--- config.mk ---
export PLATFORM = sky130hd
export DESIGN_NAME = dsbc_front
export DESIGN_NICKNAME = d
export VERILOG_FILES = /design/src/dsbc_pkg.sv /design/src/dsbc_front.sv
export SDC_FILE = /design/constraint.sdc
export NUM_CORES = 1
export LEC_CHECK = 0
export BUFFER_PORTS_ARGS = -buffer_cell sky130_fd_sc_hd__buf_2
export CAP_MARGIN = 20
export CORE_MARGIN = 8
export CORE_UTILIZATION = 59
export CTS_CLUSTER_DIAMETER = 60
export CTS_CLUSTER_SIZE = 25
export DETAILED_ROUTE_END_ITERATION = 6
export MAX_ROUTING_LAYER = met4
export PLACE_DENSITY_LB_ADDON = 0.25
export SYNTH_ARGS = -nofsm -noshare
export SYNTH_HDL_FRONTEND = slang
export SYNTH_SLANG_ARGS = --single-unit
--- constraint.sdc ---
create_clock -name clk -period 9.4 [get_ports clk]
set_input_delay 2.82 -clock clk [delete_from_list [all_inputs] [get_ports clk]]
set_output_delay 2.82 -clock clk [all_outputs]
set_load 0.05 [all_outputs]
--- src/dsbc_pkg.sv ---
// dsbc_pkg: shared types, widths and constants of the disc sector bounds check
// used by every module of the block; no dependencies
`default_nettype none
package dsbc_pkg;

  localparam int RAD_W   = 24;
  localparam int ANG_W   = 16;
  localparam int TOL_W   = 16;
  localparam int CFG_W   = 24;
  localparam int CFG_AW  = 2;
  localparam int IN_W    = 72;
  localparam int OUT_W   = 32;
  localparam int STAGES  = 18;
  localparam int DF_W    = ANG_W + 2;
  localparam int XW      = 56;
  localparam int ZW      = 34;
  localparam int PROD_W  = 54;
  localparam int FRAC    = 28;
  localparam int SCW     = 27;
  localparam int SRW     = 28;
  localparam int MAGW    = 26;
  localparam int SQW     = 54;
  localparam int ROOT_W  = 27;
  localparam int DIST_W  = RAD_W + 1;
  localparam int Q_DEPTH = 4;
  localparam int Q_AW    = 2;

  localparam logic [29:0] INV_GAIN = 30'd652032874;

  typedef enum logic [CFG_AW-1:0] {
    REG_INNER  = 2'd0,
    REG_OUTER  = 2'd1,
    REG_CENTER = 2'd2,
    REG_HALF   = 2'd3
  } cfg_reg_t;

  typedef struct packed {
    logic                    in_sector;
    logic                    zero;
    logic                    full;
    logic                    pos_df;
    logic signed [DF_W-1:0]  df;
    logic [RAD_W-1:0]        r;
    logic [RAD_W-1:0]        rmin;
    logic [RAD_W-1:0]        rmax;
  } item_t;

  typedef struct packed {
    logic                   in_sector;
    logic                   hyp;
    logic signed [SRW-1:0]  cand;
  } tag_t;

  // atan(2^-i) in 32-bit turns
  function automatic logic [31:0] atan_turn(input int i);
    logic [31:0] v;
    case (i)
      0: v = 32'd536870912;   1: v = 32'd316933406;  2: v = 32'd167458907;
      3: v = 32'd85004756;    4: v = 32'd42667331;   5: v = 32'd21354465;
      6: v = 32'd10679838;    7: v = 32'd5340245;    8: v = 32'd2670163;
      9: v = 32'd1335087;     10: v = 32'd667544;    11: v = 32'd333772;
      12: v = 32'd166886;     13: v = 32'd83443;     14: v = 32'd41722;
      15: v = 32'd20861;      16: v = 32'd10430;     17: v = 32'd5215;
      18: v = 32'd2608;       19: v = 32'd1304;      20: v = 32'd652;
      21: v = 32'd326;        22: v = 32'd163;       23: v = 32'd81;
      24: v = 32'd41;         25: v = 32'd20;        26: v = 32'd10;
      27: v = 32'd5;          28: v = 32'd3;         29: v = 32'd1;
      30: v = 32'd1;
      default: v = 32'd0;
    endcase
    return v;
  endfunction

endpackage
`default_nettype wire

--- src/dsbc_front.sv ---
// dsbc_front: configuration registers, input register and classification
// depends on dsbc_pkg
`default_nettype none
module dsbc_front (
  input  wire                          clk,
  input  wire                          rst_n,
  input  wire                          in_tvalid,
  output logic                         in_tready,
  input  wire [dsbc_pkg::IN_W-1:0]     in_tdata,
  input  wire                          cfg_we,
  input  wire [dsbc_pkg::CFG_AW-1:0]   cfg_addr,
  input  wire [dsbc_pkg::CFG_W-1:0]    cfg_wdata,
  output dsbc_pkg::item_t              item,
  output logic                         item_vld,
  input  wire                          item_rdy
);
  import dsbc_pkg::*;

  logic [RAD_W-1:0] inner_r, outer_r;
  logic [ANG_W-1:0] center_r, half_r;
  logic             fr_vld_r;
  item_t            fr_item_r;

  logic [RAD_W-1:0] r, rmin, rmax;
  logic [ANG_W-1:0] ang, d, atol;
  logic [TOL_W-1:0] rtol;
  logic [ANG_W:0]   alpha;
  logic             take;
  item_t            cls;

  always_ff @(posedge clk) begin
    if (!rst_n) begin
      inner_r  <= '0;
      outer_r  <= '0;
      center_r <= '0;
      half_r   <= '0;
    end else if (cfg_we) begin
      unique case (cfg_reg_t'(cfg_addr))
        REG_INNER:  inner_r  <= cfg_wdata[RAD_W-1:0];
        REG_OUTER:  outer_r  <= cfg_wdata[RAD_W-1:0];
        REG_CENTER: center_r <= cfg_wdata[ANG_W-1:0];
        REG_HALF:   half_r   <= cfg_wdata[ANG_W-1:0];
        default: ;
      endcase
    end
  end

  always_comb begin
    r     = in_tdata[23:0];
    ang   = in_tdata[39:24];
    rtol  = in_tdata[55:40];
    atol  = in_tdata[71:56];
    rmin  = (inner_r < outer_r) ? inner_r : outer_r;
    rmax  = (inner_r < outer_r) ? outer_r : inner_r;
    d     = ang - center_r;
    // fold to [0, pi]
    alpha = (d[ANG_W-1] && (|d[ANG_W-2:0])) ? ((ANG_W+1)'(1) << ANG_W) - {1'b0, d}
                                             : {1'b0, d};
    cls.in_sector = (({1'b0, r} + (RAD_W+1)'(rtol)) > {1'b0, rmin})
                 && ({1'b0, r} < ({1'b0, rmax} + (RAD_W+1)'(rtol)))
                 && ({1'b0, alpha} <= ({2'b0, half_r} + {2'b0, atol}));
    cls.zero   = (r == '0);
    cls.full   = half_r[ANG_W-1];
    cls.df     = $signed({1'b0, alpha}) - $signed({2'b0, half_r});
    cls.pos_df = !cls.df[DF_W-1] && (cls.df != '0);
    cls.r      = r;
    cls.rmin   = rmin;
    cls.rmax   = rmax;
  end

  assign in_tready = !fr_vld_r || item_rdy;
  assign take      = in_tvalid && in_tready;

  always_ff @(posedge clk) begin
    if (!rst_n) begin
      fr_vld_r <= 1'b0;
    end else if (in_tready) begin
      fr_vld_r <= in_tvalid;
    end
  end

  always_ff @(posedge clk) begin
    if (take) begin
      fr_item_r <= cls;
    end
  end

  assign item     = fr_item_r;
  assign item_vld = fr_vld_r;

endmodule
`default_nettype wire

# ---- Word-level counts from Yosys, hierarchy flattened
# Cells that the tools add are included.
dict set report word_totals {
  output_inout_bits 96
  input_bits 103
  reg_bits 175
}
dict set report op_classes {
  add_sub_neg 6
  magnitude_cmp 4
  reduce_logical 16
  n_eq_ne 3
  mux 3
}
# operator n
set ops {}
lappend ops {{24-bit by 16-bit adder with 25-bit output} 2}
lappend ops {{24-bit 2-to-1 mux} 2}
lappend ops {{25-bit by 24-bit > comparator with 1-bit output} 1}
lappend ops {{24-bit by 25-bit less-than comparator with 1-bit output} 1}
lappend ops {{24-bit zero test} 1}
lappend ops {{24-bit less-than comparator} 1}
lappend ops {{18-bit nonzero test} 1}
lappend ops {{17-bit by 16-bit subtractor with 18-bit output} 1}
lappend ops {{16-bit by 16-bit adder with 17-bit output} 1}
lappend ops {{17-bit <= comparator} 1}
lappend ops {{17-bit 2-to-1 mux} 1}
lappend ops {{17-bit by 16-bit subtractor with 17-bit output, first input constant} 1}
lappend ops {{16-bit subtractor} 1}
lappend ops {{15-bit OR reduction} 1}
lappend ops {{2-bit AND reduction} 4}
lappend ops {{1-bit logical AND} 5}
lappend ops {{2-bit equality test, second input constant} 2}
lappend ops {{2-bit by 1-bit equality test with 1-bit output, second input constant} 1}
lappend ops {{1-bit zero test} 2}
lappend ops {{2-bit zero test} 1}
lappend ops {{1-bit logical OR} 1}

# ---- Logic depth before layout (Yosys ltp)
dict set report depth {
  word_depth 7
  ltp_mapped 31
}

# ---- Worst setup path after synthesis
# Ideal clock, no wire load.
dict set report synth_path {
  path_type {input to register}
  start {input port in_tdata[24] (netlist name)}
  end {register fr_item_r (netlist bit item[90]), data pin}
  setup_time_ns 0.263
  path_buffers 0
  cell_stages 22
  required_ns 9.137
  slack_ns 1.267
  arrival_time_ns 7.870
  path_cell_list {inv_1 -> ha_1 -> inv_1 -> fa_1 -> a21o_1 -> a21oi_2 -> nor2_1 -> a311oi_2 -> nand3b_4 -> or4_4 -> o31ai_4 -> mux2_4 -> ha_1 -> nor2b_1 -> o31a_1 -> o21a_1 -> or3_1 -> a2111oi_0 -> nor4b_1 -> nand4bb_1 -> nor4b_1 -> nor3_1}
}
# item line_no
set synth_lines {}
lappend synth_lines {{start, declared} dsbc_front.sv:9} ;# input wire [dsbc_pkg::IN_W-1:0] in_tdata,
lappend synth_lines {{end signal, assigned} dsbc_front.sv:84} ;# fr_item_r <= cls;
lappend synth_lines {{end, declared} dsbc_front.sv:22} ;# item_t fr_item_r;

==> summary.txt <==
CTS
  • CTS tree: done
  • Buffer type at the clock tree root: clkbuf_16
  • CTS-repair resized insts: 0
  • Number of buffers added for setup after CTS: 0
  • Clock Latency Late Sink: 0.44 ns
  • Number of CTS-inserted buffers: 17
  • Maximum root-to-sink buffer count: 2
  • TritonCTS Sinks: 175
  • Worst-path clk slew: 0.08 ns
  • CTS Hold Buffers Added: 0
  • H-tree level count: 4

Job
  • Max-Cap Viols: 0

Yosys
  • Sequential element share of the synthesized area: 34.1%
  • Number of nets produced by synthesis: 1,730
  • Post-synthesis average cell area: 8.96 um^2
  • Share of synthesized registers carrying an async set or reset: 0%
  • Most used flip-flop cell after synthesis: edfxtp_1
  • Syn Inst Count: 1,455
  • Area of the mapped netlist: 0.0130 mm^2
  • Syn. warnings: 0
  • Post-synth EDFFs: 94
  • Number of storage elements in the synthesis netlist: 175
  • Number of distinct standard cells referenced by the synthesized netlist: 71

STA
  • Setup slack after layout: 0.944 ns
  • Slew Limit Headroom: 33.9%
  • Clk_skew: 0.0134 ns
  • Setup-violating endpoint count in the final report: 0
  • Hold Violations, Final: 0
  • Final critical-path share of the clock period: 90.0%
  • Number of pins with negative max-slew slack in the final report: 0
  • Final Critical Period: 8.46 ns
  • Least-Margin Pin Slew: 0.992 ns
  • RSZ-0062 raised after global routing: no
  • Peak Freq: 118 MHz
  • Aggregate negative setup slack: 0 ns

Final layout
  • Final cell utilization of the core: 68.5%
  • Signed area change from the synthesized netlist to the final layout: 14.2%
  • NumNets Final: 1,914
  • Number of standard cells in the layout, taps in and fillers out: 1,935
  • Most common cell after layout, fill and taps aside: nand2_1
  • Ratio of cells with drive above 1 in the final layout: 17.3%
  • Commonest cells after routing, fill and taps aside: nand2_1 (232), buf_2 (198), ha_1 (167)

Placement
  • Worst setup slack after placement: 0.562 ns
  • IO Port Bufs: 198
  • Placer's final routability congestion estimate: 0.977
  • Estimated wirelength of the detail-placed design: 28.1 mm
  • Placed instance count: 1,899

Die
  • Number of rows created at floorplan: 54
  • Width of the die: 165 um
  • Die area: 0.0271 mm^2
  • Die H: 165 um
  • Area of the core region: 0.0218 mm^2
  • Initial core utilization: 59.9%
  • Io pins: 199

Power and ir drop
  • Peak supply drop: 0.121 mV
  • Leakage power total: 0.00642 uW
  • PD cells: 181 mW/mm^2

Setup path
  • Critical path class: input pin to flip-flop
  • Worst path max stage delay: 0.55 ns
  • Number of buffers and inverters on the critical path: 3
  • CP Capture Type: flip-flop
  • Maximum fanout along the worst path: 8
  • Arrival time of data at the critical path endpoint: 8.64 ns
  • Delay-heaviest family, CP: compound AO/OA/AOI/OAI gates
  • CP cell instances: buf_2 > inv_1 > ha_1 > inv_1 > fa_1 > a21o_1 > a21oi_2 > nor2_1 > a311oi_2 > nand3b_4 > or4_4 > o31ai_4 > nor2_1 > xnor2_1 > ha_1 > o21a_1 > o31a_1 > o21a_1 > or3_1 > a2111oi_0 > nor4b_1 > nand4bb_1 > nor4_1 > nor3_1
  • Required time worst endpoint: 9.59 ns
  • Category of the worst setup path launch point: input pin
  • Cell with the biggest individual delay on the critical path: or4_4

Route
  • DRC marker count from the first detailed-route iteration: 800
  • ANT nets after route: 0
  • Via total after detailed routing: 11,200
  • Number of remaining DRC errors: 0
  • Detailed-route vias per instance: 5.77
  • Avg WL per Cell: 18.3 um
  • Aggregate routed wire length: 35.3 mm
  • Number of optimization iterations in the first detailed-route pass: 5

Global routing
  • Pin count of the biggest net entering global routing: 76
  • Initial antenna violation count: 2
  • First-pass GRT wire length: 55.3 mm
  • Vias in the first global route: 10,700
  • Overall fraction of global-route tracks in use: 26.5%
  • Total overflow reported by the global router: 0

Worst hold path
  • Class of the tightest hold or removal check: flip-flop to flip-flop

Status
  • Status: finished, final reports clean
-- cell usage after synthesis (24+ instances only) --
| library cell | count | area share (%) |
|---|---|---|
| inv_1 | 115 | 3.3 |
| a21boi_0 | 85 | 4.9 |
| mux2_2 | 24 | 2.1 |
| o21a_1 | 31 | 1.8 |
| xnor2_1 | 49 | 3.3 |
| nand3_1 | 28 | 1.1 |
| nor3_1 | 29 | 1.1 |
| nand2_1 | 232 | 6.7 |
| xor2_1 | 38 | 2.6 |
| dfxtp_1 | 81 | 12 |
| nor2_1 | 50 | 1.4 |
| a21o_1 | 40 | 2.3 |
| a21oi_1 | 72 | 2.8 |
| clkbuf_1 | 37 | 1.1 |
| o21ai_0 | 50 | 1.9 |
| edfxtp_1 | 94 | 22 |
| ha_1 | 167 | 16 |
-- cell families after synthesis --
logic type,count (synthesis),share of synthesized area (%)
AO/OA/AOI/OAI,355,18.6
XOR/XNOR,87,5.84
adder cells (fa/ha/maj),172,16.8
buffers and inverters,157,4.62
flip-flops,175,34.1
multiplexers,32,2.72
other,1,0.0288
AND/OR/NAND/NOR,476,17.3
-- sequential cells by signal (all words and copies together), names as in the netlist --
signal    count
center_r     16
outer_r      24
inner_r      24
item_vld      1
half_r       16
item         94
-- worst paths after layout --
kind	end	start	slack (ns)	cells past startpoint
setup / recovery	item[90]$_DFFE_PP_	in_tdata[24]	0.94	24
setup reg to reg	item[93]$_DFFE_PP_	outer_r[10]$_SDFFE_PN0P_	2.05	29
hold reg to reg	center_r[10]$_SDFFE_PN0P_	center_r[10]$_SDFFE_PN0P_	0.46	2
hold / removal	center_r[10]$_SDFFE_PN0P_	center_r[10]$_SDFFE_PN0P_	0.46	2
-- through the flow --
step | instance area, um^2 | hold WS (ns) | total power [uW]
floorplan | 13000 | 0.443 | 1720
global placement | 14300 | 0.452 | 1940
detailed placement | 14300 | 0.457 | 1970
CTS | 14900 | 0.467 | 2700
global route | 14900 | 0.485 | 2840
finish | 14900 | 0.463 | 2700
-- per-layer routing --
layer,global-route usage [%],share of wire [%]
met1,35.2,46
met2,41.4,47
met3,2.84,5.2
met4,9.17,2.3
met5,-,0
-- power breakdown --
part | leakage, uW | internal, uW | switching [uW]
clock network | 0.000278 | 379 | 351
registers | 0.00159 | 890 | 22.1
logic | 0.00455 | 379 | 681
-- cell type report --
cell class	instances	area, um^2
inverter	116	435
antenna	3	7.51
sequential	175	4440
tap	280	350
fill	1786	6860
clock inverter	15	165
timing repair buffer	206	1050
multi-input combinational	1123	8020
clock buffer	17	425
-- worst min-delay path: stages (launching register included) --
cell	delay (ns)
dfxtp_1	0.31
nand2_1	0.04
a21boi_0	0.06
(Power assumes the default switching activity.)
