File: src/dsbc_pkg.sv
// dsbc_pkg: shared types, widths and constants of the disc sector bounds check
// used by every module of the block; no dependencies
`default_nettype none
package dsbc_pkg;

  localparam int RAD_W   = 24;
  localparam int ANG_W   = 16;
  localparam int TOL_W   = 16;
  localparam int CFG_W   = 24;
  localparam int CFG_AW  = 2;
  localparam int IN_W    = 72;
  localparam int OUT_W   = 32;
  localparam int STAGES  = 18;
  localparam int DF_W    = ANG_W + 2;
  localparam int XW      = 56;
  localparam int ZW      = 34;
  localparam int PROD_W  = 54;
  localparam int FRAC    = 28;
  localparam int SCW     = 27;
  localparam int SRW     = 28;
  localparam int MAGW    = 26;
  localparam int SQW     = 54;
  localparam int ROOT_W  = 27;
  localparam int DIST_W  = RAD_W + 1;
  localparam int Q_DEPTH = 4;
  localparam int Q_AW    = 2;

  localparam logic [29:0] INV_GAIN = 30'd652032874;

  typedef enum logic [CFG_AW-1:0] {
    REG_INNER  = 2'd0,
    REG_OUTER  = 2'd1,
    REG_CENTER = 2'd2,
    REG_HALF   = 2'd3
  } cfg_reg_t;

  typedef struct packed {
    logic                    in_sector;
    logic                    zero;
    logic                    full;
    logic                    pos_df;
    logic signed [DF_W-1:0]  df;
    logic [RAD_W-1:0]        r;
    logic [RAD_W-1:0]        rmin;
    logic [RAD_W-1:0]        rmax;
  } item_t;

  typedef struct packed {
    logic                   in_sector;
    logic                   hyp;
    logic signed [SRW-1:0]  cand;
  } tag_t;

  // atan(2^-i) in 32-bit turns
  function automatic logic [31:0] atan_turn(input int i);
    logic [31:0] v;
    case (i)
      0: v = 32'd536870912;   1: v = 32'd316933406;  2: v = 32'd167458907;
      3: v = 32'd85004756;    4: v = 32'd42667331;   5: v = 32'd21354465;
      6: v = 32'd10679838;    7: v = 32'd5340245;    8: v = 32'd2670163;
      9: v = 32'd1335087;     10: v = 32'd667544;    11: v = 32'd333772;
      12: v = 32'd166886;     13: v = 32'd83443;     14: v = 32'd41722;
      15: v = 32'd20861;      16: v = 32'd10430;     17: v = 32'd5215;
      18: v = 32'd2608;       19: v = 32'd1304;      20: v = 32'd652;
      21: v = 32'd326;        22: v = 32'd163;       23: v = 32'd81;
      24: v = 32'd41;         25: v = 32'd20;        26: v = 32'd10;
      27: v = 32'd5;          28: v = 32'd3;         29: v = 32'd1;
      30: v = 32'd1;
      default: v = 32'd0;
    endcase
    return v;
  endfunction

endpackage
`default_nettype wire

File: src/dsbc_queue.sv
// dsbc_queue: short transaction queue between front and back
// depends on dsbc_pkg
`default_nettype none
module dsbc_queue (
  input  wire              clk,
  input  wire              rst_n,
  input  wire              push,
  input  dsbc_pkg::item_t  push_item,
  output logic             full,
  input  wire              pop,
  output dsbc_pkg::item_t  pop_item,
  output logic             empty
);
  import dsbc_pkg::*;

  item_t           mem_r [Q_DEPTH];
  logic [Q_AW-1:0] wr_ptr_r, rd_ptr_r;
  logic [Q_AW:0]   cnt_r, cnt_nxt;

  assign full     = (cnt_r == (Q_AW+1)'(Q_DEPTH));
  assign empty    = (cnt_r == '0);
  assign pop_item = mem_r[rd_ptr_r];

  always_comb begin
    cnt_nxt = cnt_r;
    if (push && !pop) cnt_nxt = cnt_r + 1'b1;
    if (pop && !push) cnt_nxt = cnt_r - 1'b1;
  end

  always_ff @(posedge clk) begin
    if (!rst_n) begin
      wr_ptr_r <= '0;
      rd_ptr_r <= '0;
      cnt_r    <= '0;
    end else begin
      cnt_r <= cnt_nxt;
      if (push) wr_ptr_r <= wr_ptr_r + 1'b1;
      if (pop)  rd_ptr_r <= rd_ptr_r + 1'b1;
    end
  end

  always_ff @(posedge clk) begin
    if (push) begin
      mem_r[wr_ptr_r] <= push_item;
    end
  end

`ifndef SYNTHESIS
  a_no_overflow: assert property (@(posedge clk) disable iff (!rst_n) push |-> !full)
    else $error("queue written while full");
  a_no_underflow: assert property (@(posedge clk) disable iff (!rst_n) pop |-> !empty)
    else $error("queue read while empty");
  a_cnt_range: assert property (@(posedge clk) disable iff (!rst_n)
    cnt_r <= (Q_AW+1)'(Q_DEPTH))
    else $error("queue count out of range");
  a_cnt_step: assert property (@(posedge clk) disable iff (!rst_n)
    (push && pop) |=> $stable(cnt_r))
    else $error("queue count moved on simultaneous push and pop");
`endif

endmodule
`default_nettype wire

File: config.mk
export PLATFORM = sky130hd
export DESIGN_NAME = dsbc_queue
export DESIGN_NICKNAME = d
export VERILOG_FILES = /design/src/dsbc_pkg.sv /design/src/dsbc_queue.sv
export SDC_FILE = /design/constraint.sdc
export NUM_CORES = 1
export LEC_CHECK = 0
export ABC_AREA = 1
export BUFFER_PORTS_ARGS = -buffer_cell sky130_fd_sc_hd__buf_2
export CORE_MARGIN = 3
export CORE_UTILIZATION = 51
export DETAILED_ROUTE_END_ITERATION = 10
export GPL_TIMING_DRIVEN = 0
export MAX_ROUTING_LAYER = met4
export PLACE_DENSITY = 0.84
export SYNTH_ARGS = -nofsm -noshare
export SYNTH_HDL_FRONTEND = slang
export SYNTH_SLANG_ARGS = --single-unit
File: constraint.sdc
create_clock -name clk -period 3.1 [get_ports clk]
set_clock_uncertainty 0.15 [all_clocks]
set_input_delay 0.31 -clock clk [delete_from_list [all_inputs] [get_ports clk]]
set_output_delay 0.31 -clock clk [all_outputs]
set_load 0.05 [all_outputs]
## Word level (Yosys, flattened, before mapping)

Memory sizes are Yosys's and may differ from the RTL's. A register that Yosys moved wholly into a read port is not among the register bits.
Index checks and enable logic that the tools add are counted.

- Register bits after elaboration: 7
- Memory bits (writable): 376
- Input port bits: 98
- Output and inout bits: 96
- Word-level logic and storage cells: 21
- Memories: 1

Memory list:

| name | depth | width | read ports | clocked after memory_dff | wr ports | line | text |
|---|---|---|---|---|---|---|---|
| mem_r | 4 | 94 | 1 | 1 | 1 | dsbc_queue.sv:16 | `item_t mem_r [Q_DEPTH];` |

- Add/subtract/negate cells: 4
- Equal/unequal tests: 1
- Mux-type cells: 6
- Reductions and logical operators: 6

Operator list:

| operator | number |
|---|---|
| two-way mux 3 bit | 2 |
| adder 2 x 1 -> 2 bit (second input constant) | 2 |
| two-way mux 2 bit | 2 |
| adder 3 x 1 -> 3 bit (second input constant) | 1 |
| == test 3 bit (second input constant) | 1 |
| zero test 3 bit | 1 |
| subtractor 3 x 1 -> 3 bit (second input constant) | 1 |
| logical AND 1 bit | 2 |
| zero test 1 bit | 2 |
| two-way mux 1 bit | 2 |
| nonzero test 2 bit | 1 |

## Logic depth before layout (Yosys ltp)

Gate-level depths: netlist of run 1.

- Word-level depth: 4
- Mapped depth: 10
- Gate-level depth less buffers: 10

## Worst setup path before layout of run 1

OpenSTA, ideal clock, no wires.

- Path type: register to register
- From: register wr_ptr_r[0]
- To: memory mem_r[2][0] (netlist bit), enable pin
- Library setup time: 0.448 ns
- Arrival: 2.405 ns
- Required time: 2.502 ns
- Setup slack: 0.097 ns
- Cell stages (with the launch flop): 5
- Buffers on the path: 0
- Clock period less this slack: 3.003 ns
- Path through: dfxtp_1 > inv_1 > ha_1 > nand2_1 > inv_1

RTL lines:

| element | line | text |
|---|---|---|
| from (decl) | dsbc_queue.sv:17 | `logic [Q_AW-1:0] wr_ptr_r, rd_ptr_r;` |
| from (signal assigned) | dsbc_queue.sv:37 | `if (push) wr_ptr_r <= wr_ptr_r + 1'b1;` |
| to (decl) | dsbc_queue.sv:16 |  |

Straight into the memory's write port.

==> qor.yml, run 1 <==
synth_edf_count: 376
clk_pin_slew_ns: 0.06
wl_per_cell_um: 20.9
worst_slew_pin_slew_ns: 0.697
yosysSeqAreaShare: 0.800
path_max_fanout: 10
post-route-period-util: 0.938
design_area_sq_mm: 0.0180
ant_nets: 0
yosys.area.top_type: "edfxtp_1"
layout_setup_ws_ns: 0.191
synth.distinct_cells: 21
layout.nets: 1403
cp-start-kind: "flop"
dp_hpwl_um: 20200
drc: 0
place_area_sq_mm: 0.0159
dieArea_sq_mm: 0.0302
met2_usage: 0.380
synthFlopType: "edfxtp_1"
grt_max_degree: 59
critPathKind: "reg2out"
grt_use_total: 0.237
endpoint_kind: "output pin"
cp_num_buf_inv: 5
drt-initial-drc-count: 1065
place_ws_ns: 0.746
port_buffers: 193
synth_fp_nets: 1070
critical_path.slowest_cell: "clkbuf_1"
hold_path_class: "in2reg"
stdcell_count: 1700
die_h_um: 174
cellPowerDensity_mw_per_mm2: 667
ys_ff_latch: 385
synth_area_sq_mm: 0.0143
antenna_found_initial: 1
routabilityCongestion: 0.766
clockBufferDepth: 3
yosysWarnings: 0
finalSetupViolations: 0
synth_area_per_cell_sq_um: 14.8
grt_use_met1: 0.311
cts_tree: "built"
initial_core_util: 0.525
clk_latency_ns: 0.52
vdd_drop_max_mv: 0.521
route.vias.total: 9633
crit_chain: "buf_6, buf_6, inv_6, clkbuf_1, o21ai_0, o22ai_1, buf_2"
yosysTopAreaCellShare: 0.787
clkSinkCount: 385
rsz0062_at_grt: "false"
viasPerCell: 5.67
overflow: 0
top_usage_layer: "met2"
drv_slew: 0
num_rows: 60
ios: 194
maxCapViolations: 0
core_sq_mm: 0.0273
htreeDepth: 2
critical_path.most_common_cell: "buf_6"
final_layout_size_suffix_gt1_frac: 0.206
relSlewSlack: 0.535
status: "complete, no violations"
fillers: 1825
async_flop_share: 0
required_ns: 2.64
grt_pass1_vias: 10000
fin_hold_ws_ns: 0.0427
grt_first_pass_wirelength_um: 55000
yosys.cell_count.top_type: "edfxtp_1"
die_x_um: 174
cp_top_family: "buffers and inverters"
drt_wl_total_um: 35500
p_leak_nw: 6.36
synth.area.top_cells: "edfxtp_1 79%, o21ai_0 5.5%, nor2_1 5.0%"
root_buffer: "clkbuf_16"
area_growth_pct: 25.4
hold_violations: 0
fin_crit_ns: 2.91
dp.cells: 1535
synth_common_cells: "376 x edfxtp_1, 191 x nor2_1, 157 x o21ai_0"
netlist_instances: 966
post_cts_buffers: 0
slowest_delay_ns: 0.43
met3_usage: 0.0458
firstDrtPassIters: 5
cts_buffers: 39
post-route-util: 0.658
fmax_mhz: 344
arrival_ns: 2.45
==> registers in the layout (all words and copies together) (netlist names), named ones only <==
name	flops
rd_ptr_r	2
mem_r	376
cnt_r	3
wr_ptr_r	2
==> power breakdown <==
group / total, mW / switching, mW / leakage [nW] / internal [mW]
clock network: 4.23 / 1.81 / 0.559 / 2.41
registers: 6.00 / 0.0546 / 3.53 / 5.95
logic: 1.76 / 1.32 / 2.27 / 0.447
total: 12.0 / 3.18 / 6.36 / 8.81
==> worst register-to-register path, delay by kind of cell, from the launching register on <==
kind,cells,cell delay [ns]
adders and majority gates,1,0.18
buffers and inverters,3,0.94
DFF,1,0.33
and+or+nand+nor,1,0.09
==> path summary, 6_finish.rpt <==
check	cells past startpoint	to	slack (ns)	start
setup reg to reg	5	mem_r[0][61]$_DFFE_PP_	0.97	wr_ptr_r[0]$_SDFFE_PN0P_
setup / recovery	7	pop_item[9]	0.19	flop
hold / removal	4	flop	0.04	pop
hold reg to reg	1	flop	0.32	rd_ptr_r[1]$_SDFFE_PN0P_
==> cell type report <==
| cell class | count | area [sq um] | area share |
|---|---|---|---|
| repair buffers | 292 | 2030 | 0.113 |
| plain buffers | 61 | 363 | 0.0202 |
| multi-input cells | 503 | 2440 | 0.136 |
| clock inverters | 14 | 61.3 | 0.00341 |
| clock buffers | 54 | 1070 | 0.0598 |
| well taps | 372 | 465 | 0.0259 |
| flip-flops and latches | 385 | 11500 | 0.638 |
| inverters | 17 | 78.8 | 0.00438 |
| diodes | 2 | 5.00 | 0.000278 |
==> metrics by stage <==
stage          setup TNS [ns]  power, mW
2_1_floorplan               0       7.22
3_3_place_gp          -440.12       7.71
3_5_place_dp                0       7.75
4_1_cts                     0       12.0
5_1_grt                     0       12.4
6_report                    0       12.0
==> layout by cell type (no fill, tap or decap), drive strengths merged <==
cell type	count
dlygate4sd3	95
inv	17
o21ai	194
nand2	9
o22ai	94
clkbuf	93
clkinv	14
diode	2
dfxtp	9
nor3	2
fa	1
ha	5
nand3	1
a21oi	5
nor2	191
edfxtp	376
buf	219
nand4	1
==> what timing repair did <==
action | in CTS | in global routing
gates resized for setup | 0 | 0
hold buffers | 95 | 0
endpoints found under the hold margin | 383 | 0
==> cell families after synthesis <==
group                    share of synthesized area
flip-flops                                   0.800
AO/OA/AOI/OAI                                0.110
AND/OR/NAND/NOR                             0.0538
buffers and inverters                       0.0301
adder cells (fa/ha/maj)                    0.00576
==> layer usage <==
layer	share of wire	vias to the layer above	routed length, um
met3	0.088	86	3130
met2	0.49	534	17400
met4	0.026	0	911
met5	0	-	0
li1	-	4321	-
met1	0.40	4692	14100
(Power assumes the default switching activity.)
==> run 2, diff against run 1 <==
==> constraint.sdc (replaced) <==
create_clock -name clk -period 2.65 [get_ports clk]
set_clock_uncertainty 0.15 [all_clocks]
set_input_delay 0.265 -clock clk [delete_from_list [all_inputs] [get_ports clk]]
set_output_delay 0.265 -clock clk [all_outputs]
set_load 0.05 [all_outputs]
==> run 2 against run 1 <==
Effect of this change:
- cell count grew 0.41%
- setup slack worse by 0.17 ns
- hold slack gained 0.29 ns
- sequential power rose by 17%
- critical path type unchanged
- largest power group unchanged
- highest routed layer unchanged
==> qor.yml, run 2 (synthesis gave the netlist of run 1 again) <==
status: "complete, no violations"
wl_per_cell_um: 22.0  # +5.2%
vdd_drop_max_mv: 0.664  # +28%
drt-initial-drc-count: 925  # -13%
fmax_mhz: 381
clkSinkCount: 385  # unchanged
drc: 0  # unchanged
cellPowerDensity_mw_per_mm2: 792  # +19%
clk_pin_slew_ns: 0.07  # about the same
final_layout_size_suffix_gt1_frac: 0.245  # +0.0394
finalSetupViolations: 0  # unchanged
p_leak_nw: 6.60  # +3.8%
grt_first_pass_wirelength_um: 55500  # +1.1%
post_cts_buffers: 0  # unchanged
area_growth_pct: 28.8
endpoint_kind: "output pin"
top_regs: "mem_r x376, cnt_r x3"
routed-wl-met3_um: 2930  # -6.4%
fin_hold_ws_ns: 0.335  # +0.293 ns
top_layer: "met4"
fin_crit_ns: 2.63
m1WireLength_um: 14200  # +1.1%
routabilityCongestion: 0.780  # +1.8%
arrival_ns: 2.21  # -0.24 ns
viasPerCell: 5.70  # +0.59%
required_ns: 2.24  # -0.40 ns
dp.cells: 1539  # +0.26%
firstDrtPassIters: 5  # unchanged
hold_violations: 0  # unchanged
initial_core_util: 0.525  # unchanged
maxCapViolations: 0  # unchanged
cts_tree: "built"
mostFrequentLayoutCells: "376 x edfxtp_1, 191 x nor2_1, 153 x o21ai_0"
drv_slew: 0  # unchanged
grt_use_total: 0.242  # +0.00474
clockBufferDepth: 3  # unchanged
ios: 194  # unchanged
core_sq_mm: 0.0273  # unchanged
grt_max_degree: 38  # -36%
final_common_cell: "edfxtp_1"
die_x_um: 174  # unchanged
fillers: 1791  # -1.9%
critPathKind: "reg2out"
post-route-period-util: 0.991
wl_met2_um: 19500  # +12%
dieArea_sq_mm: 0.0302  # unchanged
grt_pass1_vias: 9964  # -0.81%
htreeDepth: 2  # unchanged
cts_buffers: 38  # -2.6%
root_buffer: "clkbuf_16"
ant_nets: 0  # unchanged
die_h_um: 174  # unchanged
worst_slew_pin_slew_ns: 0.839  # +0.142 ns
cp-start-kind: "flop"
relSlewSlack: 0.440  # -0.0956
p_total_mw: 14.6  # +22%
largest_register_ffs: 376  # unchanged
rsz0062_at_grt: "true"
stdcell_count: 1707  # +0.41%
multi_input_area_sq_mm: 0.00253  # +3.6%
overflow: 0  # unchanged
antenna_found_initial: 2  # +1
route.vias.total: 9730  # +1.0%
drt_wl_total_um: 37500  # +5.6%
top_register: "mem_r"
hold_path_class: "reg2reg"
seqCellArea_sq_mm: 0.0115  # unchanged
dp_hpwl_um: 20600  # +2.0%
clk_latency_ns: 0.51  # about the same
path_max_fanout: 10  # unchanged
layout.nets: 1408  # +0.36%
port_buffers: 193  # unchanged
num_rows: 60  # unchanged
[run 2: changes by cell type in the layout (fill, tap and decap cells not counted), sizes merged]
cell / before / now
buf: 219 / 211
clkinv: 14 / 10
inv: 17 / 13
clkbuf: 93 / 106
clkinvlp: 0 / 5
bufinv: 0 / 3
dlygate4sd3: 95 / 97
[run 2: timing repair]
| action | in CTS | in global routing |
|---|---|---|
| hold buffers | 97 | 0 |
| hold endpoints to repair | 385 | 0 |
| setup endpoints to repair | 90 | 61 |
| pin swaps | 0 | 1 |
| resized for setup | 42 | 104 |
[run 2: layer usage]
| layer | global-route usage | vias up |
|---|---|---|
| li1 | - | 4340 |
| met1 | 0.306 | 4819 |
| met3 | 0.0403 | 69 |
| met5 | - | - |
| met4 | 0.0707 | 0 |
| met2 | 0.407 | 502 |
[run 2: area by class of cell]
class                   instances  area share
diodes                          2    0.000271
inverters                      17     0.00454
multi-input cells             503       0.137
plain buffers                  61      0.0233
well taps                     372      0.0252
clock inverters                14     0.00792
clock buffers                  55      0.0600
repair buffers                298       0.121
flip-flops and latches        385       0.621
[run 2: worst paths after layout]
kind	from	end	slack, ns	depth (start not counted)
max	flop	pop_item[19]	0.02	7
min	rd_ptr_r[1]$_SDFFE_PN0P_	rd_ptr_r[1]$_SDFFE_PN0P_	0.34	1
max reg2reg	wr_ptr_r[0]$_SDFFE_PN0P_	mem_r[0][41]$_DFFE_PP_	0.18	5
min reg2reg	rd_ptr_r[1]$_SDFFE_PN0P_	rd_ptr_r[1]$_SDFFE_PN0P_	0.34	1
[run 2: power by group]
part | switching (mW) | leakage (nW) | internal [mW]
Clock | 2.20 | 0.612 | 3.21
Sequential | 0.0667 | 3.53 | 6.96
Combinational | 1.58 | 2.46 | 0.625
Total | 3.85 | 6.60 | 10.8
[run 2: stage by stage]
stage                     TNS [ns]  utilization  instance area, sq um  setup WS (ns)
after CTS                        0        0.668                 18200       0.000978
after global placement     -366.04        0.578                 15800          -1.05
final                            0        0.676                 18500         0.0232
after detailed placement         0        0.584                 15900          0.231
after floorplan                  0            -                 14400         0.0416
after global routing       -0.0384        0.676                 18500        -0.0358
[run 2: critical path, cell delays in order, from the launching register on]
cell and delay (ns):
dfxtp_1 0.33, buf_6 0.19, buf_8 0.18, inv_6 0.08, clkbuf_2 0.21, o21ai_0 0.36
o22ai_2 0.14, buf_4 0.22
==> run 3, diff against run 2 <==
--- a/config.mk
+++ b/config.mk
@@ -13,6 +13,7 @@
 export GPL_TIMING_DRIVEN = 0
 export MAX_ROUTING_LAYER = met4
 export PLACE_DENSITY = 0.84
+export RECOVER_POWER = 25
 export SYNTH_ARGS = -nofsm -noshare
 export SYNTH_HDL_FRONTEND = slang
 export SYNTH_SLANG_ARGS = --single-unit
==> run 3 against run 2 <==
Effect of this change:
- the flow now finishes with violations (negative setup slack)
- combinational power is essentially flat
- wire length grew 0.22%
- clock power is essentially flat
- critical endpoint unchanged
==> qor.yml, run 3 (synthesis gave the netlist of run 1 again) <==
htreeDepth: 2  # unchanged
fin_crit_ns: 2.66  # +0.0342 ns
port_buffers: 193  # unchanged
hp-start: "rd_ptr_r[1]$_SDFFE_PN0P_"
overflow: 0  # unchanged
wl_per_cell_um: 22.0  # +0.16%
hold_path_class: "reg2reg"
final_common_cell: "edfxtp_1"
p_leak_nw: 6.45  # -2.3%
critPathKind: "reg2out"
drc: 0  # unchanged
antenna_found_initial: 2  # unchanged
rsz0062_at_grt: "true"
clkSinkCount: 385  # unchanged
clk_latency_ns: 0.51  # about the same
hold_path_end: "rd_ptr_r[1]$_SDFFE_PN0P_"
fin_setup_tns_ns: -0.0110  # -0.0110 ns
layout.nets: 1408  # unchanged
cts_buffers: 38  # unchanged
ant_nets: 0  # unchanged
place_ws_ns: 0.231  # unchanged
timing.rr.end: "mem_r[0][41]$_DFFE_PP_"
vdd_drop_max_mv: 0.661  # -0.50%
cp-start-kind: "flop"
post_cts_buffers: 0  # unchanged
r2r_slack_ns: 0.18  # about the same
status: "complete, but fails checks"
top_register: "mem_r"
fmax_mhz: 376  # -1.3%
ios: 194  # unchanged
initial_core_util: 0.525  # unchanged
clockBufferDepth: 3  # unchanged
violations: "negative setup slack"
grt_pass1_vias: 9964  # unchanged
post-route-period-util: 1.00  # +0.0129
area_growth_pct: 28.4
arrival_ns: 2.25  # +0.04 ns
root_buffer: "clkbuf_16"
firstDrtPassIters: 5  # unchanged
drt-initial-drc-count: 1012  # +9.4%
top_regs: "mem_r x376, cnt_r x3"
drv_slew: 0  # unchanged
cellPowerDensity_mw_per_mm2: 794  # +0.29%
grt_use_total: 0.242  # unchanged
final_layout_size_suffix_gt1_frac: 0.203  # -0.0420
path_max_fanout: 10  # unchanged
crit-reg2reg-launch: "wr_ptr_r[0]$_SDFFE_PN0P_"
layout_setup_ws_ns: -0.0110  # -0.0342 ns
r2r_cells: 5  # unchanged
worst_slew_pin_slew_ns: 0.845  # +0.00585 ns
grt_max_degree: 38  # unchanged
core_sq_mm: 0.0273  # unchanged
mostFrequentLayoutCells: "376 x edfxtp_1, 191 x nor2_1, 153 x o21ai_0"
dp_hpwl_um: 20600  # unchanged
fin_hold_ws_ns: 0.336  # +0.000439 ns
required_ns: 2.24  # about the same
dieArea_sq_mm: 0.0302  # unchanged
min_delay_path_depth: 1  # unchanged
endpoint_kind: "output pin"
drt_wl_total_um: 37600  # +0.22%
viasPerCell: 5.73  # +0.58%
route.vias.total: 9792  # +0.64%
hold_violations: 0  # unchanged
num_rows: 60  # unchanged
clk_pin_slew_ns: 0.07  # about the same
largest_register_ffs: 376  # unchanged
finalSetupViolations: 1  # +1
die_x_um: 174  # unchanged
routabilityCongestion: 0.780  # unchanged
cts_tree: "built"
grt_first_pass_wirelength_um: 55500  # unchanged
maxCapViolations: 0  # unchanged
die_h_um: 174  # unchanged
relSlewSlack: 0.436  # -0.00391
run 3: report_power, final:
part	switching [mW]	internal, mW	leakage [nW]
clock network	2.20	3.21	0.612
registers	0.0670	6.96	3.53
logic	1.58	0.613	2.31
run 3: critical path: stages (launching register included):
cell and delay (ns):
dfxtp_1 0.33, buf_6 0.19, buf_8 0.18, inv_6 0.07
clkbuf_2 0.21, o21ai_0 0.38, o22ai_2 0.14, buf_4 0.22
run 3: worst max-delay path by stage:
stage	slack, ns	cells after the start	to
floorplan	0.04	4	mem_r[0][0]$_DFFE_PP_
global placement	-1.05	4	mem_r[0][56]$_DFFE_PP_
detailed placement	0.23	5	mem_r[0][57]$_DFFE_PP_
CTS	0.001	8	pop_item[23]
global route	-0.04	7	pop_item[19]
finish	-0.01	7	pop_item[19]
run 3: final cells by class:
cell class | instances | area [sq um]
flip-flops and latches | 385 | 11500
fillers | 1829 | 8920
inverters | 17 | 83.8
clock inverters | 14 | 146
well taps | 372 | 465
repair buffers | 298 | 2170
diodes | 3 | 7.51
multi-input cells | 503 | 2530
plain buffers | 61 | 430
clock buffers | 55 | 1110
run 3: metrics by stage:
| step | cells | area (sq um) | total power, mW | utilization |
|---|---|---|---|---|
| 2_1_floorplan | 966 | 14400 | 8.44 | - |
| 3_3_place_gp | 1531 | 15800 | 9.01 | 0.578 |
| 3_5_place_dp | 1539 | 15900 | 9.08 | 0.584 |
| 4_1_cts | 1705 | 18200 | 14.5 | 0.668 |
| 5_1_grt | 1707 | 18400 | 15.0 | 0.674 |
| 6_report | 1708 | 18400 | 14.6 | 0.674 |
run 3: layer usage:
layer	vias to the layer above	GRT usage	part of all wire
li1	4336	-	-
met1	4875	0.306	0.38
met2	509	0.407	0.52
met3	72	0.0403	0.080
met4	0	0.0707	0.023
met5	-	-	0
run 3: what timing repair did:
| action | in CTS | in global routing |
|---|---|---|
| pin swaps | 0 | 1 |
| endpoints found under the hold margin | 385 | 0 |
| endpoints found under the setup margin | 90 | 61 |
| hold buffers | 97 | 0 |
| gates cloned | 0 | 0 |
| resized for setup | 42 | 104 |
